**config.mk**
```make
export PLATFORM = sky130hd
export DESIGN_NAME = link_reconnect_backoff_supervisor_flat
export DESIGN_NICKNAME = d
export VERILOG_FILES = /design/src/sv/lrbs_pkg.sv /design/src/sv/lrbs_in_if.sv /design/src/sv/lrbs_out_if.sv /design/src/sv/lrbs_backoff.sv /design/src/sv/link_reconnect_backoff_supervisor.sv /design/src/flat_wrapper.sv
export VERILOG_INCLUDE_DIRS = /design/src /design/src/sv
export SDC_FILE = /design/constraint.sdc
export NUM_CORES = 1
export LEC_CHECK = 0
export BUFFER_PORTS_ARGS = -buffer_cell sky130_fd_sc_hd__buf_4
export CORE_ASPECT_RATIO = 1.75
export CORE_UTILIZATION = 43
export CTS_BUF_LIST = sky130_fd_sc_hd__clkbuf_8
export DETAILED_ROUTE_END_ITERATION = 16
export PLACE_DENSITY = 0.56
export SLEW_MARGIN = 10
export SYNTH_ARGS = -nofsm -noshare
export SYNTH_HDL_FRONTEND = slang
export SYNTH_SLANG_ARGS = --single-unit
```
**constraint.sdc**
```tcl
create_clock -name clk -period 9.9 [get_ports clk]
set_input_delay 1.98 -clock clk [delete_from_list [all_inputs] [get_ports clk]]
set_output_delay 1.98 -clock clk [all_outputs]
set_load 0.03 [all_outputs]
```
**src/sv/link_reconnect_backoff_supervisor_defines.svh**
```systemverilog
// Assertion macros for the link reconnect backoff supervisor.
// Included by the top level only; no other dependencies.
`ifndef LINK_RECONNECT_BACKOFF_SUPERVISOR_DEFINES_SVH
`define LINK_RECONNECT_BACKOFF_SUPERVISOR_DEFINES_SVH

// Same-cycle implication, checked outside reset
`define LRBS_ASSERT_NOW(label, clk, rst, ante, cons) \
  label: assert property (@(posedge clk) disable iff (rst) (ante) |-> (cons)) \
    else $error("lrbs assertion failed");

// Next-cycle implication, checked outside reset
`define LRBS_ASSERT_NEXT(label, clk, rst, ante, cons) \
  label: assert property (@(posedge clk) disable iff (rst) (ante) |=> (cons)) \
    else $error("lrbs assertion failed");

`endif

```
**src/sv/lrbs_pkg.sv**
```systemverilog
// Shared types and constants for the link reconnect backoff supervisor.
// No dependencies.
package lrbs_pkg;

  localparam int unsigned IntervalW = 31;
  localparam int unsigned TimeW     = 32;
  localparam int unsigned CfgIdxW   = 3;
  localparam int unsigned CfgDataW  = 32;

  typedef enum logic [1:0] {
    TICK_RAN           = 2'd0,
    TICK_PAUSED        = 2'd1,
    TICK_NO_BROKER     = 2'd2,
    TICK_FAILOVER_BUSY = 2'd3
  } tick_status_t;

  // Register indexes on the configuration port
  localparam logic [CfgIdxW-1:0] REG_LINK_INIT    = 3'd0;
  localparam logic [CfgIdxW-1:0] REG_LINK_MAX     = 3'd1;
  localparam logic [CfgIdxW-1:0] REG_SESSION_INIT = 3'd2;
  localparam logic [CfgIdxW-1:0] REG_SESSION_MAX  = 3'd3;
  localparam logic [CfgIdxW-1:0] REG_STAB_WINDOW  = 3'd4;
  localparam logic [CfgIdxW-1:0] REG_HARD_RESET   = 3'd5;
  localparam logic [CfgIdxW-1:0] REG_FAILOVER     = 3'd6;

  // Register reset values
  localparam logic [IntervalW-1:0] LINK_INIT_RST    = 31'd2000;
  localparam logic [IntervalW-1:0] LINK_MAX_RST     = 31'd300000;
  localparam logic [IntervalW-1:0] SESSION_INIT_RST = 31'd5000;
  localparam logic [IntervalW-1:0] SESSION_MAX_RST  = 31'd300000;
  localparam logic [TimeW-1:0]     STAB_WINDOW_RST  = 32'd60000;
  localparam logic [7:0]           HARD_RESET_RST   = 8'd8;
  localparam logic [7:0]           FAILOVER_RST     = 8'd10;

  typedef struct packed {
    logic [TimeW-1:0] now_ms;
    logic             status_mode;
    logic             config_reset_active;
    logic             link_up;
    logic             session_up;
    logic             broker_valid;
    logic             failover_busy;
  } tick_t;

  typedef struct packed {
    tick_status_t tick_status;
    logic         link_reconnect;
    logic         session_reconnect;
    logic         session_hard_reset;
    logic         session_failover;
    logic         stability_hint;
    logic [15:0]  link_fail_total;
    logic [7:0]   session_fail_total;
  } result_t;

  // Backoff unit verdict
  typedef struct packed {
    logic                 due;
    logic [IntervalW-1:0] interval_next;
  } backoff_t;

endpackage

```
**src/sv/lrbs_in_if.sv**
```systemverilog
// Tick input channel: valid/ready handshake with the tick fields.
// No dependencies.
interface lrbs_in_if;
  logic        valid;
  logic        ready;
  logic [31:0] now_ms;
  logic        status_mode;
  logic        config_reset_active;
  logic        link_up;
  logic        session_up;
  logic        broker_valid;
  logic        failover_busy;

  modport source (
    output valid, now_ms, status_mode, config_reset_active, link_up, session_up,
           broker_valid, failover_busy,
    input  ready
  );
  modport sink (
    input  valid, now_ms, status_mode, config_reset_active, link_up, session_up,
           broker_valid, failover_busy,
    output ready
  );
endinterface

```
**src/sv/lrbs_out_if.sv**
```systemverilog
// Result output channel: valid/ready handshake with the result fields.
// No dependencies.
interface lrbs_out_if;
  logic        valid;
  logic        ready;
  logic [1:0]  tick_status;
  logic        link_reconnect;
  logic        session_reconnect;
  logic        session_hard_reset;
  logic        session_failover;
  logic        stability_hint;
  logic [15:0] link_fail_total;
  logic [7:0]  session_fail_total;

  modport source (
    output valid, tick_status, link_reconnect, session_reconnect, session_hard_reset,
           session_failover, stability_hint, link_fail_total, session_fail_total,
    input  ready
  );
  modport sink (
    input  valid, tick_status, link_reconnect, session_reconnect, session_hard_reset,
           session_failover, stability_hint, link_fail_total, session_fail_total,
    output ready
  );
endinterface

```
**src/sv/lrbs_backoff.sv**
```systemverilog
// Backoff timer check: elapsed time against the interval, and the doubled,
// capped interval for the next try. Depends on lrbs_pkg.
module lrbs_backoff import lrbs_pkg::*; (
  input  logic [TimeW-1:0]     now_ms,
  input  logic [TimeW-1:0]     last_try,
  input  logic [IntervalW-1:0] interval,
  input  logic [IntervalW-1:0] cap,
  output backoff_t             res
);
  logic [TimeW-1:0] elapsed;
  logic [TimeW-1:0] doubled;

  // elapsed wraps modulo 2^32
  assign elapsed = now_ms - last_try;
  assign doubled = {interval, 1'b0};

  always_comb begin
    res.due           = elapsed >= {1'b0, interval};
    res.interval_next = (doubled > {1'b0, cap}) ? cap : doubled[IntervalW-1:0];
  end
endmodule

```
**src/sv/link_reconnect_backoff_supervisor.sv**
```systemverilog
// Link reconnect backoff supervisor: takes one supervision tick per cycle unless the
// result channel stalls, and returns one result per tick through an input register,
// then a result register. Throughput is one tick per clock while out_ch.ready holds;
// the whole state update is a single pass of subtract-and-compare logic per backoff
// timer. Configuration writes are meant for idle periods; interval registers take
// effect when the corresponding backoff reloads.
`include "link_reconnect_backoff_supervisor_defines.svh"

module link_reconnect_backoff_supervisor import lrbs_pkg::*; (
  input  logic                clk,
  input  logic                rst,
  input  logic                cfg_we,
  input  logic [CfgIdxW-1:0]  cfg_index,
  input  logic [CfgDataW-1:0] cfg_data,
  lrbs_in_if.sink             in_ch,
  lrbs_out_if.source          out_ch
);

  // Configuration registers
  logic [IntervalW-1:0] link_init, link_max, session_init, session_max;
  logic [TimeW-1:0]     stab_window;
  logic [7:0]           hard_reset_cnt, failover_cnt;

  // Supervisor state
  logic [15:0]          link_fails, link_fails_next;
  logic [7:0]           session_fails, session_fails_next;
  logic [IntervalW-1:0] link_interval, link_interval_next;
  logic [IntervalW-1:0] session_interval, session_interval_next;
  logic [TimeW-1:0]     last_link_try, last_link_try_next;
  logic [TimeW-1:0]     last_session_try, last_session_try_next;
  logic                 hint_done, hint_done_next;

  // Pipeline
  tick_t   in_q;
  logic    in_q_valid;
  result_t res, res_next;
  logic    out_valid;
  logic    fire;

  backoff_t link_bo, session_bo;
  logic [7:0] session_inc;

  assign fire        = in_q_valid && (!out_valid || out_ch.ready);
  assign in_ch.ready = !in_q_valid || fire;

  always_ff @(posedge clk) begin
    if (rst) begin
      link_init      <= LINK_INIT_RST;
      link_max       <= LINK_MAX_RST;
      session_init   <= SESSION_INIT_RST;
      session_max    <= SESSION_MAX_RST;
      stab_window    <= STAB_WINDOW_RST;
      hard_reset_cnt <= HARD_RESET_RST;
      failover_cnt   <= FAILOVER_RST;
    end else if (cfg_we) begin
      case (cfg_index)
        REG_LINK_INIT:    link_init      <= cfg_data[IntervalW-1:0];
        REG_LINK_MAX:     link_max       <= cfg_data[IntervalW-1:0];
        REG_SESSION_INIT: session_init   <= cfg_data[IntervalW-1:0];
        REG_SESSION_MAX:  session_max    <= cfg_data[IntervalW-1:0];
        REG_STAB_WINDOW:  stab_window    <= cfg_data[TimeW-1:0];
        REG_HARD_RESET:   hard_reset_cnt <= cfg_data[7:0];
        REG_FAILOVER:     failover_cnt   <= cfg_data[7:0];
        default: ;
      endcase
    end
  end

  always_ff @(posedge clk) begin
    if (rst) begin
      in_q_valid <= 1'b0;
    end else if (in_ch.ready) begin
      in_q_valid <= in_ch.valid;
    end
    if (in_ch.valid && in_ch.ready) begin
      in_q.now_ms              <= in_ch.now_ms;
      in_q.status_mode         <= in_ch.status_mode;
      in_q.config_reset_active <= in_ch.config_reset_active;
      in_q.link_up             <= in_ch.link_up;
      in_q.session_up          <= in_ch.session_up;
      in_q.broker_valid        <= in_ch.broker_valid;
      in_q.failover_busy       <= in_ch.failover_busy;
    end
  end

  lrbs_backoff u_link_bo (
    .now_ms   (in_q.now_ms),
    .last_try (last_link_try),
    .interval (link_interval),
    .cap      (link_max),
    .res      (link_bo)
  );

  lrbs_backoff u_session_bo (
    .now_ms   (in_q.now_ms),
    .last_try (last_session_try),
    .interval (session_interval),
    .cap      (session_max),
    .res      (session_bo)
  );

  assign session_inc = (session_fails == 8'hFF) ? session_fails : session_fails + 8'd1;

  always_comb begin
    link_fails_next       = link_fails;
    session_fails_next    = session_fails;
    link_interval_next    = link_interval;
    session_interval_next = session_interval;
    last_link_try_next    = last_link_try;
    last_session_try_next = last_session_try;
    hint_done_next        = hint_done;
    res_next              = '0;
    res_next.tick_status  = TICK_RAN;

    if (!in_q.status_mode) begin
      res_next.tick_status = TICK_PAUSED;
    end else begin
      if (!hint_done && (in_q.now_ms > stab_window) && in_q.link_up) begin
        hint_done_next          = 1'b1;
        res_next.stability_hint = 1'b1;
      end

      if (!in_q.config_reset_active && !in_q.link_up) begin
        if (link_fails != 16'hFFFF) begin
          link_fails_next = link_fails + 16'd1;
        end
        if (link_bo.due) begin
          last_link_try_next      = in_q.now_ms;
          res_next.link_reconnect = 1'b1;
          link_interval_next      = link_bo.interval_next;
        end
      end else begin
        link_fails_next    = '0;
        link_interval_next = link_init;
      end

      if (in_q.link_up && !in_q.session_up) begin
        if (!in_q.broker_valid) begin
          res_next.tick_status = TICK_NO_BROKER;
        end else if (in_q.failover_busy) begin
          res_next.tick_status = TICK_FAILOVER_BUSY;
        end else begin
          session_fails_next = session_inc;
          if (session_bo.due) begin
            last_session_try_next      = in_q.now_ms;
            res_next.session_reconnect = 1'b1;
            session_interval_next      = session_bo.interval_next;
          end
          res_next.session_hard_reset = (session_inc == hard_reset_cnt);
          if (session_inc > failover_cnt) begin
            res_next.session_failover = 1'b1;
            session_fails_next        = '0;
          end
        end
      end else begin
        session_fails_next    = '0;
        session_interval_next = session_init;
      end
    end

    res_next.link_fail_total    = link_fails_next;
    res_next.session_fail_total = session_fails_next;
  end

  always_ff @(posedge clk) begin
    if (rst) begin
      link_fails       <= '0;
      session_fails    <= '0;
      link_interval    <= LINK_INIT_RST;
      session_interval <= SESSION_INIT_RST;
      last_link_try    <= '0;
      last_session_try <= '0;
      hint_done        <= 1'b0;
      out_valid        <= 1'b0;
    end else begin
      if (fire) begin
        link_fails       <= link_fails_next;
        session_fails    <= session_fails_next;
        link_interval    <= link_interval_next;
        session_interval <= session_interval_next;
        last_link_try    <= last_link_try_next;
        last_session_try <= last_session_try_next;
        hint_done        <= hint_done_next;
        out_valid        <= 1'b1;
      end else if (out_ch.ready) begin
        out_valid <= 1'b0;
      end
    end
  end

  always_ff @(posedge clk) begin
    if (fire) begin
      res <= res_next;
    end
  end

  assign out_ch.valid              = out_valid;
  assign out_ch.tick_status        = res.tick_status;
  assign out_ch.link_reconnect     = res.link_reconnect;
  assign out_ch.session_reconnect  = res.session_reconnect;
  assign out_ch.session_hard_reset = res.session_hard_reset;
  assign out_ch.session_failover   = res.session_failover;
  assign out_ch.stability_hint     = res.stability_hint;
  assign out_ch.link_fail_total    = res.link_fail_total;
  assign out_ch.session_fail_total = res.session_fail_total;

  // A failover clears the session count in the same transaction
  `LRBS_ASSERT_NOW(a_failover_clears, clk, rst, out_valid && res.session_failover,
    res.session_fail_total == 8'd0)
  // Paused ticks raise no request
  `LRBS_ASSERT_NOW(a_paused_quiet, clk, rst, out_valid && res.tick_status == TICK_PAUSED,
    !res.link_reconnect && !res.session_reconnect && !res.stability_hint)
  // Link and session reconnects need opposite link states
  `LRBS_ASSERT_NOW(a_reconnect_excl, clk, rst, out_valid,
    !(res.link_reconnect && res.session_reconnect))
  // The stability hint fires once per reset
  `LRBS_ASSERT_NEXT(a_hint_sticky, clk, rst, hint_done, hint_done)

endmodule

```
**src/flat_wrapper.sv**
```systemverilog
// flat-port wrapper written by rule: the top's interface ports become plain ports
module link_reconnect_backoff_supervisor_flat import lrbs_pkg::*;
  (clk, rst, cfg_we, cfg_index, cfg_data, in_ch_valid, in_ch_now_ms, in_ch_status_mode, in_ch_config_reset_active, in_ch_link_up, in_ch_session_up, in_ch_broker_valid, in_ch_failover_busy, in_ch_ready, out_ch_valid, out_ch_tick_status, out_ch_link_reconnect, out_ch_session_reconnect, out_ch_session_hard_reset, out_ch_session_failover, out_ch_stability_hint, out_ch_link_fail_total, out_ch_session_fail_total, out_ch_ready);
  lrbs_in_if in_ch_i ();
  lrbs_out_if out_ch_i ();
  input  logic clk;
  input  logic rst;
  input  logic cfg_we;
  input  logic [CfgIdxW-1:0] cfg_index;
  input  logic [CfgDataW-1:0] cfg_data;
  input wire logic [$bits(in_ch_i.valid)-1:0] in_ch_valid;
  input wire logic [$bits(in_ch_i.now_ms)-1:0] in_ch_now_ms;
  input wire logic [$bits(in_ch_i.status_mode)-1:0] in_ch_status_mode;
  input wire logic [$bits(in_ch_i.config_reset_active)-1:0] in_ch_config_reset_active;
  input wire logic [$bits(in_ch_i.link_up)-1:0] in_ch_link_up;
  input wire logic [$bits(in_ch_i.session_up)-1:0] in_ch_session_up;
  input wire logic [$bits(in_ch_i.broker_valid)-1:0] in_ch_broker_valid;
  input wire logic [$bits(in_ch_i.failover_busy)-1:0] in_ch_failover_busy;
  output wire logic [$bits(in_ch_i.ready)-1:0] in_ch_ready;
  output wire logic [$bits(out_ch_i.valid)-1:0] out_ch_valid;
  output wire logic [$bits(out_ch_i.tick_status)-1:0] out_ch_tick_status;
  output wire logic [$bits(out_ch_i.link_reconnect)-1:0] out_ch_link_reconnect;
  output wire logic [$bits(out_ch_i.session_reconnect)-1:0] out_ch_session_reconnect;
  output wire logic [$bits(out_ch_i.session_hard_reset)-1:0] out_ch_session_hard_reset;
  output wire logic [$bits(out_ch_i.session_failover)-1:0] out_ch_session_failover;
  output wire logic [$bits(out_ch_i.stability_hint)-1:0] out_ch_stability_hint;
  output wire logic [$bits(out_ch_i.link_fail_total)-1:0] out_ch_link_fail_total;
  output wire logic [$bits(out_ch_i.session_fail_total)-1:0] out_ch_session_fail_total;
  input wire logic [$bits(out_ch_i.ready)-1:0] out_ch_ready;
  assign in_ch_i.valid = in_ch_valid;
  assign in_ch_i.now_ms = in_ch_now_ms;
  assign in_ch_i.status_mode = in_ch_status_mode;
  assign in_ch_i.config_reset_active = in_ch_config_reset_active;
  assign in_ch_i.link_up = in_ch_link_up;
  assign in_ch_i.session_up = in_ch_session_up;
  assign in_ch_i.broker_valid = in_ch_broker_valid;
  assign in_ch_i.failover_busy = in_ch_failover_busy;
  assign in_ch_ready = in_ch_i.ready;
  assign out_ch_valid = out_ch_i.valid;
  assign out_ch_tick_status = out_ch_i.tick_status;
  assign out_ch_link_reconnect = out_ch_i.link_reconnect;
  assign out_ch_session_reconnect = out_ch_i.session_reconnect;
  assign out_ch_session_hard_reset = out_ch_i.session_hard_reset;
  assign out_ch_session_failover = out_ch_i.session_failover;
  assign out_ch_stability_hint = out_ch_i.stability_hint;
  assign out_ch_link_fail_total = out_ch_i.link_fail_total;
  assign out_ch_session_fail_total = out_ch_i.session_fail_total;
  assign out_ch_i.ready = out_ch_ready;
  link_reconnect_backoff_supervisor u_core (.clk(clk), .rst(rst), .cfg_we(cfg_we), .cfg_index(cfg_index), .cfg_data(cfg_data), .in_ch(in_ch_i), .out_ch(out_ch_i));
endmodule
```
==> impl_metrics.json, run 1 <==
{
  "outcome": "completed",
  "postCtsSetupBuffers": 0,
  "p_leak_nw": 10.64,
  "numCtsBuffers": 67,
  "skew_ns": 0.04163,
  "fmax_mhz": 145.6,
  "final_nets": 3298,
  "grt_max_degree": 101,
  "gr-usage-all-layers_pct": 28.33,
  "r2r-end": "u_core.link_interval[2]",
  "wl_per_cell_um": 21.69,
  "r2r_slack_ns": 3.03,
  "final_util_pct": 48.38,
  "ys_seq_elements": 394,
  "routed_wl_um": 81070,
  "ctsHoldBuffers": 0,
  "ys_seq_area_share_pct": 35.61,
  "worst-setup-path-type": "register to register",
  "grt_pass1_vias": 20729,
  "hold_start": "u_core.link_init[28]",
  "dpl.hpwl_um": 59250,
  "dieHeight_um": 315.1,
  "hold_end": "u_core.link_init[28]",
  "r2r_cells": 22,
  "cts_sinks": 394,
  "ys_warn_count": 0,
  "antenna_found_initial": 1,
  "dr.pass1.iters": 6,
  "end_kind": "register",
  "gp_congestion": 0.9186,
  "netlist_instances": 2934,
  "post-route-period-util_pct": 69.39,
  "rsz0062_at_grt": "no",
  "via_per_inst": 5.725,
  "final_cell_mix": "nand2_1 (451), dfxtp_1 (325), a21oi_1 (302), inv_1 (269), ha_1 (226)",
  "clk_pin_slew_worst_paths_ns": 0.06,
  "synthFlopType": "dfxtp_1",
  "htreeDepth": 3,
  "report.final.slew_viol_count": 0,
  "final_cell_area_um2": 26780,
  "grt_remaining_overflow": 0,
  "clk_latency_ns": 0.67,
  "cts_buffer_depth": 3,
  "async_flop_share_pct": 0,
  "synth.area.top_cells": "dfxtp_1 (27%), ha_1 (12%), edfxtp_1 (8.6%)",
  "numPortBuffers": 110,
  "power.density_nw_per_um2": 143.1,
  "core-area_um2": 55340,
  "ir_drop_v": 0.0001117,
  "arrival_ns": 7.37,
  "maxCapViolCount": 0,
  "relSlewSlack_pct": 14.19,
  "die_w_um": 180.9,
  "area_growth_pct": 11.16,
  "finalSetupViolCount": 0,
  "placed_cell_area_um2": 25460,
  "hold_class": "register to register",
  "critPathRequiredTime_ns": 10.40,
  "grt_pass1_wl_um": 122400,
  "layout_commonest_cell": "nand2_1",
  "drtIter0Drc": 1479,
  "cts_tree": "built",
  "whs_path_depth": 2,
  "worst_pin_slew_ns": 1.287,
  "startpoint_type": "register",
  "dieArea_um2": 57010,
  "path_max_fanout": 33,
  "netlist_area_um2": 24090,
  "drive_above_1_share_pct": 9.536,
  "syn-num-nets": 3240,
  "period_minus_slack_ns": 6.870,
  "synth_edf_count": 69,
  "fin_setup_tns_ns": 0,
  "yosys.area.top_type": "dfxtp_1",
  "r2r_start": "u_core.in_q[6]",
  "drc": 0,
  "yosysTopAreaCellShare_pct": 27.01,
  "syn_avg_cell_area_um2": 8.210,
  "detailroute.via_count": 21400,
  "hold_violations": 0,
  "cts_root_buf": "clkbuf_8",
  "ant_nets": 0,
  "yosys.cell_types.count": 73,
  "io_pins": 111,
  "cts_resized": 0,
  "start_util_pct": 43.53,
  "rows": 114
}
registers in the layout, indices dropped and copies added, names as in the netlist, 2 cells and up:
register and count:
u_core.session_init 31, u_core.last_link_try 32, u_core.failover_cnt 8, u_core.link_fails 16
u_core.link_interval 31, u_core.stab_window 32, u_core.link_max 31, u_core.out_ch.link_fail_total 16
u_core.out_ch.session_fail_total 8, u_core.session_interval 31, u_core.in_q 38, u_core.session_max 31
u_core.link_init 31, u_core.hard_reset_cnt 8, u_core.last_session_try 32, u_core.session_fails 8
u_core.out_ch.tick_status 2
final cells by class:
cell class | instances | area [um^2]
fill | 5404 | 28570
multi-input combinational | 2138 | 14010
sequential | 394 | 8578
clock buffer | 83 | 1142
timing repair buffer | 138 | 1044
inverter | 253 | 949.7
tap | 696 | 870.8
clock inverter | 35 | 176.4
antenna | 1 | 2.502
metrics by stage:
stage | instances | power (mW) | setup WS [ns] | hold slack [ns]
2_1_floorplan | 2934 | 2.146 | 4.946 | 0.4363
3_3_place_gp | 3619 | 2.356 | 3.326 | 0.4428
3_5_place_dp | 3619 | 2.368 | 3.129 | 0.4482
4_1_cts | 3737 | 3.873 | 3.089 | 0.4558
5_1_grt | 3738 | 4.000 | 2.538 | 0.4757
6_report | 3738 | 3.832 | 3.030 | 0.4526
cells in the mapped netlist, drive strengths merged (5+ instances only):
cell and count:
a31oi 38, a211o 42, dfxtp 325, nand3b 26
clkbuf 124, ha 226, a2111oi 7, a211oi 18
mux2 26, nand4b 6, a21o 69, nand4 81
nand2b 89, o31ai 9, a22oi 5, nand3 78
o21ai 106, o21a 11, nor3 36, nor2 188
buf 25, inv 251, xnor2 43, o21bai 8
nand2 454, a221oi 18, xor2 18, nor2b 18
o211ai 12, or4 5, a311oi 6, or2 5
edfxtp 69, mux2i 108, and3 16, or3 6
a22o 11, a21oi 303
worst max-delay path, cell delays in order (launching register included):
cell and delay, ns:
edfxtp_1 0.41, inv_1 0.13, ha_1 0.18, inv_1 0.05
fa_1 0.40, a21o_1 0.19, a221oi_1 0.58, a2111o_1 0.30
nand2_1 0.14, a2111oi_0 0.60, nor2_1 0.13, o21ai_0 0.27
o21ai_1 0.12, xor2_1 0.15, ha_1 0.29, and3_1 0.17
nor4b_1 0.24, nand2_1 0.09, o21ai_1 0.80, a31o_2 0.89
o21ai_4 0.04, buf_4 0.31, mux2i_1 0.18
where the power goes:
| group | internal (mW) | switching (mW) | total (mW) |
|---|---|---|---|
| clock network | 0.781 | 0.713 | 1.49 |
| registers | 1.67 | 0.0446 | 1.72 |
| logic | 0.229 | 0.390 | 0.619 |
metal layers:
layer | wire [um] | track usage, % | up-vias
met5 | 0 | 0 | -
met4 | 5729 | 19.11 | 0
met3 | 3957 | 4.170 | 220
met2 | 40850 | 51.54 | 695
met1 | 30530 | 30.18 | 10129
li1 | - | - | 10356
how the worst max path moves through the flow:
stage	start	end	slack, ns	cells after the start
detailed placement	u_core.in_q[6]	u_core.link_interval[30]	3.13	22
finish	u_core.in_q[6]	u_core.link_interval[2]	3.03	22
floorplan	u_core.in_q[6]	u_core.last_link_try[1]	4.95	22
CTS	u_core.in_q[6]	u_core.link_interval[2]	3.09	22
global placement	u_core.in_q[6]	u_core.link_interval[28]	3.33	22
global route	u_core.in_q[6]	u_core.link_interval[18]	2.54	22
logic make-up (layout without fill, tap and decap cells):
family	after synthesis	after routing	share of synthesized area [%]
xor gates and xnor gates	61	61	2.218
muxes	134	134	6.077
DFF	394	394	35.61
AOI/OAI and AO/OA	691	691	17.93
adders and majority gates	228	228	11.91
buffers and inverters	402	509	6.566
other	0	1	0
and+or+nand+nor	1024	1024	19.69
No activity file was read; power rests on OpenSTA's default activity.
==> run 2, diff against run 1 <==
--- a/config.mk
+++ b/config.mk
@@ -6,12 +6,13 @@
 export SDC_FILE = /design/constraint.sdc
 export NUM_CORES = 1
 export LEC_CHECK = 0
+export ABC_AREA = 1
 export BUFFER_PORTS_ARGS = -buffer_cell sky130_fd_sc_hd__buf_4
 export CORE_ASPECT_RATIO = 1.75
 export CORE_UTILIZATION = 43
 export CTS_BUF_LIST = sky130_fd_sc_hd__clkbuf_8
 export DETAILED_ROUTE_END_ITERATION = 16
-export PLACE_DENSITY = 0.56
+export PLACE_DENSITY = 0.58
 export SLEW_MARGIN = 10
 export SYNTH_ARGS = -nofsm -noshare
 export SYNTH_HDL_FRONTEND = slang
==> constraint.sdc (replaced) <==
create_clock -name clk -period 6 [get_ports clk]
set_input_delay 1.2 -clock clk [delete_from_list [all_inputs] [get_ports clk]]
set_output_delay 1.2 -clock clk [all_outputs]
set_load 0.03 [all_outputs]
==> impl_metrics.json, run 2 <==
{
  "outcome": "completed",
  "syn_avg_cell_area_um2": 7.213,
  "crit_buf_inv": 5,
  "postCtsSetupBuffers": 0,
  "top_register": "u_core.in_q",
  "ctsHoldBuffers": 0,
  "instances_no_fill": 4133,
  "yosys.area.top_type": "dfxtp_1",
  "power.density_nw_per_um2": 251.2,
  "dieHeight_um": 314.8,
  "cp_slowest_stage_delay_ns": 0.56,
  "post-route-period-util_pct": 83.87,
  "layout_commonest_cell": "nand2_1",
  "grt_remaining_overflow": 0,
  "period_minus_slack_ns": 5.032,
  "gr-usage-all-layers_pct": 28.51,
  "gp_congestion": 1.003,
  "dpl.hpwl_um": 59730,
  "antenna_found_initial": 3,
  "hold_class": "register to register",
  "async_flop_share_pct": 0,
  "cts_sinks": 394,
  "r2r_slack_ns": 0.97,
  "start_util_pct": 43.55,
  "final_nets": 3694,
  "grt_pass1_wl_um": 123900,
  "drc": 0,
  "wl_per_cell_um": 19.70,
  "core-area_um2": 55200,
  "wl_met1_um": 29470,
  "ir_drop_v": 0.0001598,
  "cts_root_buf": "clkbuf_8",
  "ys_warn_count": 0,
  "htreeDepth": 3,
  "cts_buffer_depth": 3,
  "clkPwrFrac_pct": 35.4,
  "finalSetupViolCount": 0,
  "fillCellCount": 5624,
  "report.final.slew_viol_count": 0,
  "fin_ws_ns": 0.9676,
  "drive_above_1_share_pct": 8.295,
  "path_delay_family": "compound AO/OA/AOI/OAI gates",
  "top_layer": "met5",
  "final_util_pct": 48.18,
  "critPathRequiredTime_ns": 6.52,
  "drtIter0Drc": 1166,
  "largest_reg_flops": 38,
  "dpl_worst_slack_ns": 1.059,
  "relSlewSlack_pct": 29.25,
  "worst_pin_slew_ns": 1.052,
  "via_per_inst": 5.446,
  "ys_seq_area_share_pct": 35.68,
  "startpoint_type": "register",
  "maxCapViolCount": 0,
  "dr.pass1.iters": 5,
  "clk_latency_ns": 0.65,
  "final_cell_mix": "nand2_1 (556), inv_1 (548), a21oi_1 (410), dfxtp_1 (325), nor2_1 (290)",
  "routed_wl_um": 81410,
  "arrival_ns": 5.56,
  "p_sw_share_pct": 33.08,
  "hold_violations": 0,
  "rsz0062_at_grt": "no",
  "synth.area.top_cells": "dfxtp_1 (27%), ha_1 (12%), nand2_1 (8.7%)",
  "netlist_instances": 3333,
  "synthTopCellsByCount": "nand2_1 (556), inv_1 (524), a21oi_1 (410), dfxtp_1 (325), nor2_1 (292)",
  "cts_resized": 0,
  "numPortBuffers": 110,
  "grt_max_degree": 148,
  "fmax_mhz": 198.7,
  "path_max_fanout": 57,
  "synthFlopType": "dfxtp_1",
  "route.met3.wl_um": 3696,
  "synth.most_common_cell": "nand2_1",
  "netlist_area_um2": 24040,
  "end_kind": "register",
  "die_w_um": 180.7,
  "met2WireLength_um": 40920,
  "ant_nets": 0,
  "p_comb_share_pct": 21.3,
  "p_leak_nw": 11.75,
  "synth_edf_count": 69,
  "io_pins": 111,
  "p_switching_mw": 2.210,
  "syn-num-nets": 3639,
  "numCtsBuffers": 66,
  "yosys.cell_types.count": 55,
  "pwr-share-seq_pct": 43.3,
  "dieArea_um2": 56900,
  "skew_ns": 0.03896,
  "cts_tree": "built",
  "fin_setup_tns_ns": 0,
  "slowest_stage": "buf_4",
  "detailroute.via_count": 22507,
  "dp_cells": 4016,
  "grt_pass1_vias": 22078,
  "worst-setup-path-type": "register to register",
  "crit_top_cell": "nand2_1",
  "power.internal_mw": 4.471,
  "area_growth_pct": 10.62,
  "rows": 114,
  "yosysTopAreaCellShare_pct": 27.06,
  "ys_seq_elements": 394,
  "clk_pin_slew_worst_paths_ns": 0.07
}
[run 2: cell types whose count changed in the layout (fill, tap and decap cells not counted), moves of 28 or more]
cell      before  now
nand2_1      451  556
o21ai_1       46   18
a21oi_2        1   34
a211o_1       42    0
a21oi_1      302  410
nand2b_1      89    0
inv_1        269  548
o21ai_0       59  218
mux2i_1      108    0
nand3_1       76  205
a21o_1        69    8
nand4_1       81   51
nor2_1       183  290
xor2_1        18   50
[run 2: kinds of logic after synthesis]
| group | Yosys count | synth area share [%] |
|---|---|---|
| buffers and inverters | 679 | 11.00 |
| flip-flops | 394 | 35.68 |
| AO/OA/AOI/OAI | 791 | 18.20 |
| AND/OR/NAND/NOR | 1171 | 20.64 |
| XOR/XNOR | 70 | 2.550 |
| adder cells (fa/ha/maj) | 228 | 11.93 |
[run 2: final timing paths]
kind	from	endpoint	depth (start not counted)
setup / recovery	u_core.in_q[6]	u_core.link_interval[6]	30
hold reg to reg	u_core.session_init[13]	u_core.session_init[13]	2
setup reg to reg	u_core.in_q[6]	u_core.link_interval[6]	30
hold / removal	u_core.session_init[13]	u_core.session_init[13]	2
[run 2: worst reg2reg max path, delay by kind of cell (launching register included)]
family | cells | cell delay [ns]
buffers and inverters | 5 | 0.93
adders and majority gates | 3 | 0.79
and+or+nand+nor | 13 | 1.25
DFF | 1 | 0.39
xor gates and xnor gates | 1 | 0.22
AOI/OAI and AO/OA | 8 | 1.35
[run 2: area by class of cell]
class                   instances  area, um^2  area share (%)
multi-input cells            2260       12840           48.28
flip-flops and latches        394        8578           32.26
inverters                     528        1987           7.472
repair buffers                138        1074           4.037
clock buffers                  75        1032           3.882
well taps                     696       870.8           3.275
clock inverters                41       210.2          0.7904
diodes                          1       2.502        0.009410
[run 2: per-stage QoR]
step           power [mW]  instance area, um^2  hold slack (ns)
5_1_grt             7.029                26590           0.4669
3_5_place_dp        4.362                25350           0.4447
4_1_cts             6.743                26590           0.4541
6_report            6.681                26590           0.4550
2_1_floorplan       3.894                24040           0.4292
3_3_place_gp        4.331                25350           0.4387
[run 2: power by group through the flow]
stage	logic [mW]	clock network [mW]	registers, mW
2_1_floorplan	0.964	0	2.93
3_3_place_gp	1.38	0	2.95
3_5_place_dp	1.41	0	2.95
4_1_cts	1.42	2.43	2.89
5_1_grt	1.59	2.54	2.90
6_report	1.42	2.37	2.89
[run 2: layer usage]
layer  track usage, %  vias to the layer above
met2            51.76                      654
met3            3.512                      254
li1                 -                    11116
met4            24.46                        2
met5                0                        -
met1            28.94                    10481
==> run 3, diff against run 2 <==
--- a/config.mk
+++ b/config.mk
@@ -12,7 +12,7 @@
 export CORE_UTILIZATION = 43
 export CTS_BUF_LIST = sky130_fd_sc_hd__clkbuf_8
 export DETAILED_ROUTE_END_ITERATION = 16
-export PLACE_DENSITY = 0.58
+export PLACE_DENSITY = 0.56
 export SLEW_MARGIN = 10
 export SYNTH_ARGS = -nofsm -noshare
 export SYNTH_HDL_FRONTEND = slang
==> constraint.sdc (replaced) <==
create_clock -name clk -period 5.05 [get_ports clk]
set_input_delay 1.01 -clock clk [delete_from_list [all_inputs] [get_ports clk]]
set_output_delay 1.01 -clock clk [all_outputs]
set_load 0.03 [all_outputs]
==> impl_metrics.json, run 3 (synthesis results as in run 2) <==
{
  "cts_root_buf": "clkbuf_8",
  "critPathRequiredTime_ns": 5.67,
  "fmax_mhz": 214.7,
  "top_usage_layer": "met2",
  "use_met1_pct": 28.58,
  "postCtsSetupBuffers": 0,
  "routed_wl_um": 80250,
  "period_minus_slack_ns": 4.658,
  "p_switching_mw": 2.635,
  "layout_commonest_cell": "nand2_1",
  "start_util_pct": 43.55,
  "slowest_stage": "edfxtp_1",
  "dieHeight_um": 314.8,
  "wl_per_cell_um": 19.28,
  "dr.pass1.iters": 7,
  "numPortBuffers": 110,
  "cts_tree": "built",
  "drc": 0,
  "clk_latency_ns": 0.68,
  "top_register": "u_core.in_q",
  "drive_above_1_share_pct": 9.267,
  "p_leak_nw": 11.91,
  "gr-usage-all-layers_pct": 28.07,
  "report.final.slew_viol_count": 0,
  "grt_remaining_overflow": 0,
  "die_w_um": 180.7,
  "seq_area_um2": 8578,
  "crit_top_cell": "nand2_1",
  "dpl.hpwl_um": 59210,
  "path_max_fanout": 29,
  "post-route-period-util_pct": 92.24,
  "relSlewSlack_pct": 16.19,
  "end_kind": "register",
  "fin_ws_ns": 0.3921,
  "grt_max_degree": 149,
  "largest_reg_flops": 38,
  "skew_ns": 0.03211,
  "maxCapViolCount": 0,
  "multiInputGateArea_um2": 12850,
  "power.internal_mw": 5.588,
  "detailroute.via_count": 22455,
  "worst_pin_slew_ns": 1.254,
  "finalSetupViolCount": 0,
  "final_util_pct": 48.86,
  "rows": 114,
  "clkPwrFrac_pct": 37.4,
  "use_met3_pct": 3.107,
  "antenna_found_initial": 6,
  "power.density_nw_per_um2": 304.9,
  "startpoint_type": "register",
  "grtUsageMet2_pct": 53.73,
  "area_growth_pct": 12.19,
  "p_sw_share_pct": 32.04,
  "htreeDepth": 3,
  "cts_buffer_depth": 3,
  "ir_drop_v": 0.0001990,
  "hold_violations": 0,
  "ant_nets": 0,
  "fillCellCount": 5623,
  "arrival_ns": 5.27,
  "cp_slowest_stage_delay_ns": 0.42,
  "fin_setup_tns_ns": 0,
  "clk_pin_slew_worst_paths_ns": 0.07,
  "outcome": "completed",
  "worst-setup-path-type": "register to register",
  "pwr-share-seq_pct": 41.6,
  "final_nets": 3719,
  "rsz0062_at_grt": "no",
  "io_pins": 111,
  "dieArea_um2": 56900,
  "grt_pass1_wl_um": 122300,
  "via_per_inst": 5.395,
  "p_comb_share_pct": 20.9,
  "grt_pass1_vias": 22375,
  "dpl_worst_slack_ns": 0.3788,
  "final_cell_mix": "nand2_1 (556), inv_1 (538), a21oi_1 (409), dfxtp_1 (325), nor2_1 (290)",
  "hold_class": "register to register",
  "core-area_um2": 55200,
  "cts_sinks": 394,
  "gp_congestion": 0.9450,
  "drtIter0Drc": 1313,
  "numCtsBuffers": 67
}
-- run 3: changes by cell type in the layout (fill, tap and decap cells not counted), sizes merged --
cell,previous run,this run
inv,554,544
clkinv,13,16
clkinvlp,1,2
buf,138,161
diode,1,2
clkbuf,75,83
bufinv,1,4
-- run 3: area by class of cell --
| cell class | instances | area share (%) |
|---|---|---|
| inverter | 528 | 7.367 |
| tap | 696 | 3.229 |
| clock buffer | 82 | 4.184 |
| clock inverter | 38 | 1.021 |
| sequential | 394 | 31.81 |
| antenna | 2 | 0.01856 |
| timing repair buffer | 162 | 4.713 |
| multi-input combinational | 2260 | 47.66 |
-- run 3: repair_timing --
action                                  in CTS  in global routing
hold endpoints to repair                     0                  0
hold buffers                                 0                  0
resized for setup                            0                  3
endpoints found under the setup margin       0                 35
-- run 3: path summary, 6_finish.rpt --
path | start | end | slack (ns) | cells after the start
setup / recovery | u_core.in_q[8] | u_core.link_interval[10] | 0.39 | 28
hold / removal | u_core.session_init[2] | u_core.session_init[2] | 0.45 | 2
setup reg to reg | u_core.in_q[8] | u_core.link_interval[10] | 0.39 | 28
hold reg to reg | u_core.session_init[2] | u_core.session_init[2] | 0.45 | 2
-- run 3: routing by layer --
layer  up-vias  part of all wire [%]
met3       182                   3.8
met1     10558                    37
met2       548                    53
met5         -                     0
met4         0                   6.4
li1      11167                     -
-- run 3: power by group through the flow --
stage | Sequential [mW] | Clock (mW) | Combinational, mW
6_report | 3.42 | 3.08 | 1.72
3_3_place_gp | 3.49 | 0 | 1.67
5_1_grt | 3.43 | 3.28 | 1.92
2_1_floorplan | 3.48 | 0 | 1.15
4_1_cts | 3.42 | 3.17 | 1.72
3_5_place_dp | 3.49 | 0 | 1.71
-- run 3: metrics by stage --
step | cell area, um^2 | hold WS, ns | power, mW | instances
after floorplan | 24040 | 0.4292 | 4.627 | 3333
after global placement | 25520 | 0.4400 | 5.156 | 4039
after detailed placement | 25520 | 0.4442 | 5.198 | 4039
after CTS | 26920 | 0.4541 | 8.308 | 4159
after global routing | 26970 | 0.4693 | 8.639 | 4161
final | 26970 | 0.4519 | 8.223 | 4162
-- run 3: critical path, delay by kind of cell, from the launching register on --
family | cells | cell delay [ns]
xor gates and xnor gates | 1 | 0.25
adders and majority gates | 2 | 0.66
and+or+nand+nor | 16 | 1.50
DFF | 1 | 0.42
AOI/OAI and AO/OA | 7 | 1.28
buffers and inverters | 2 | 0.45
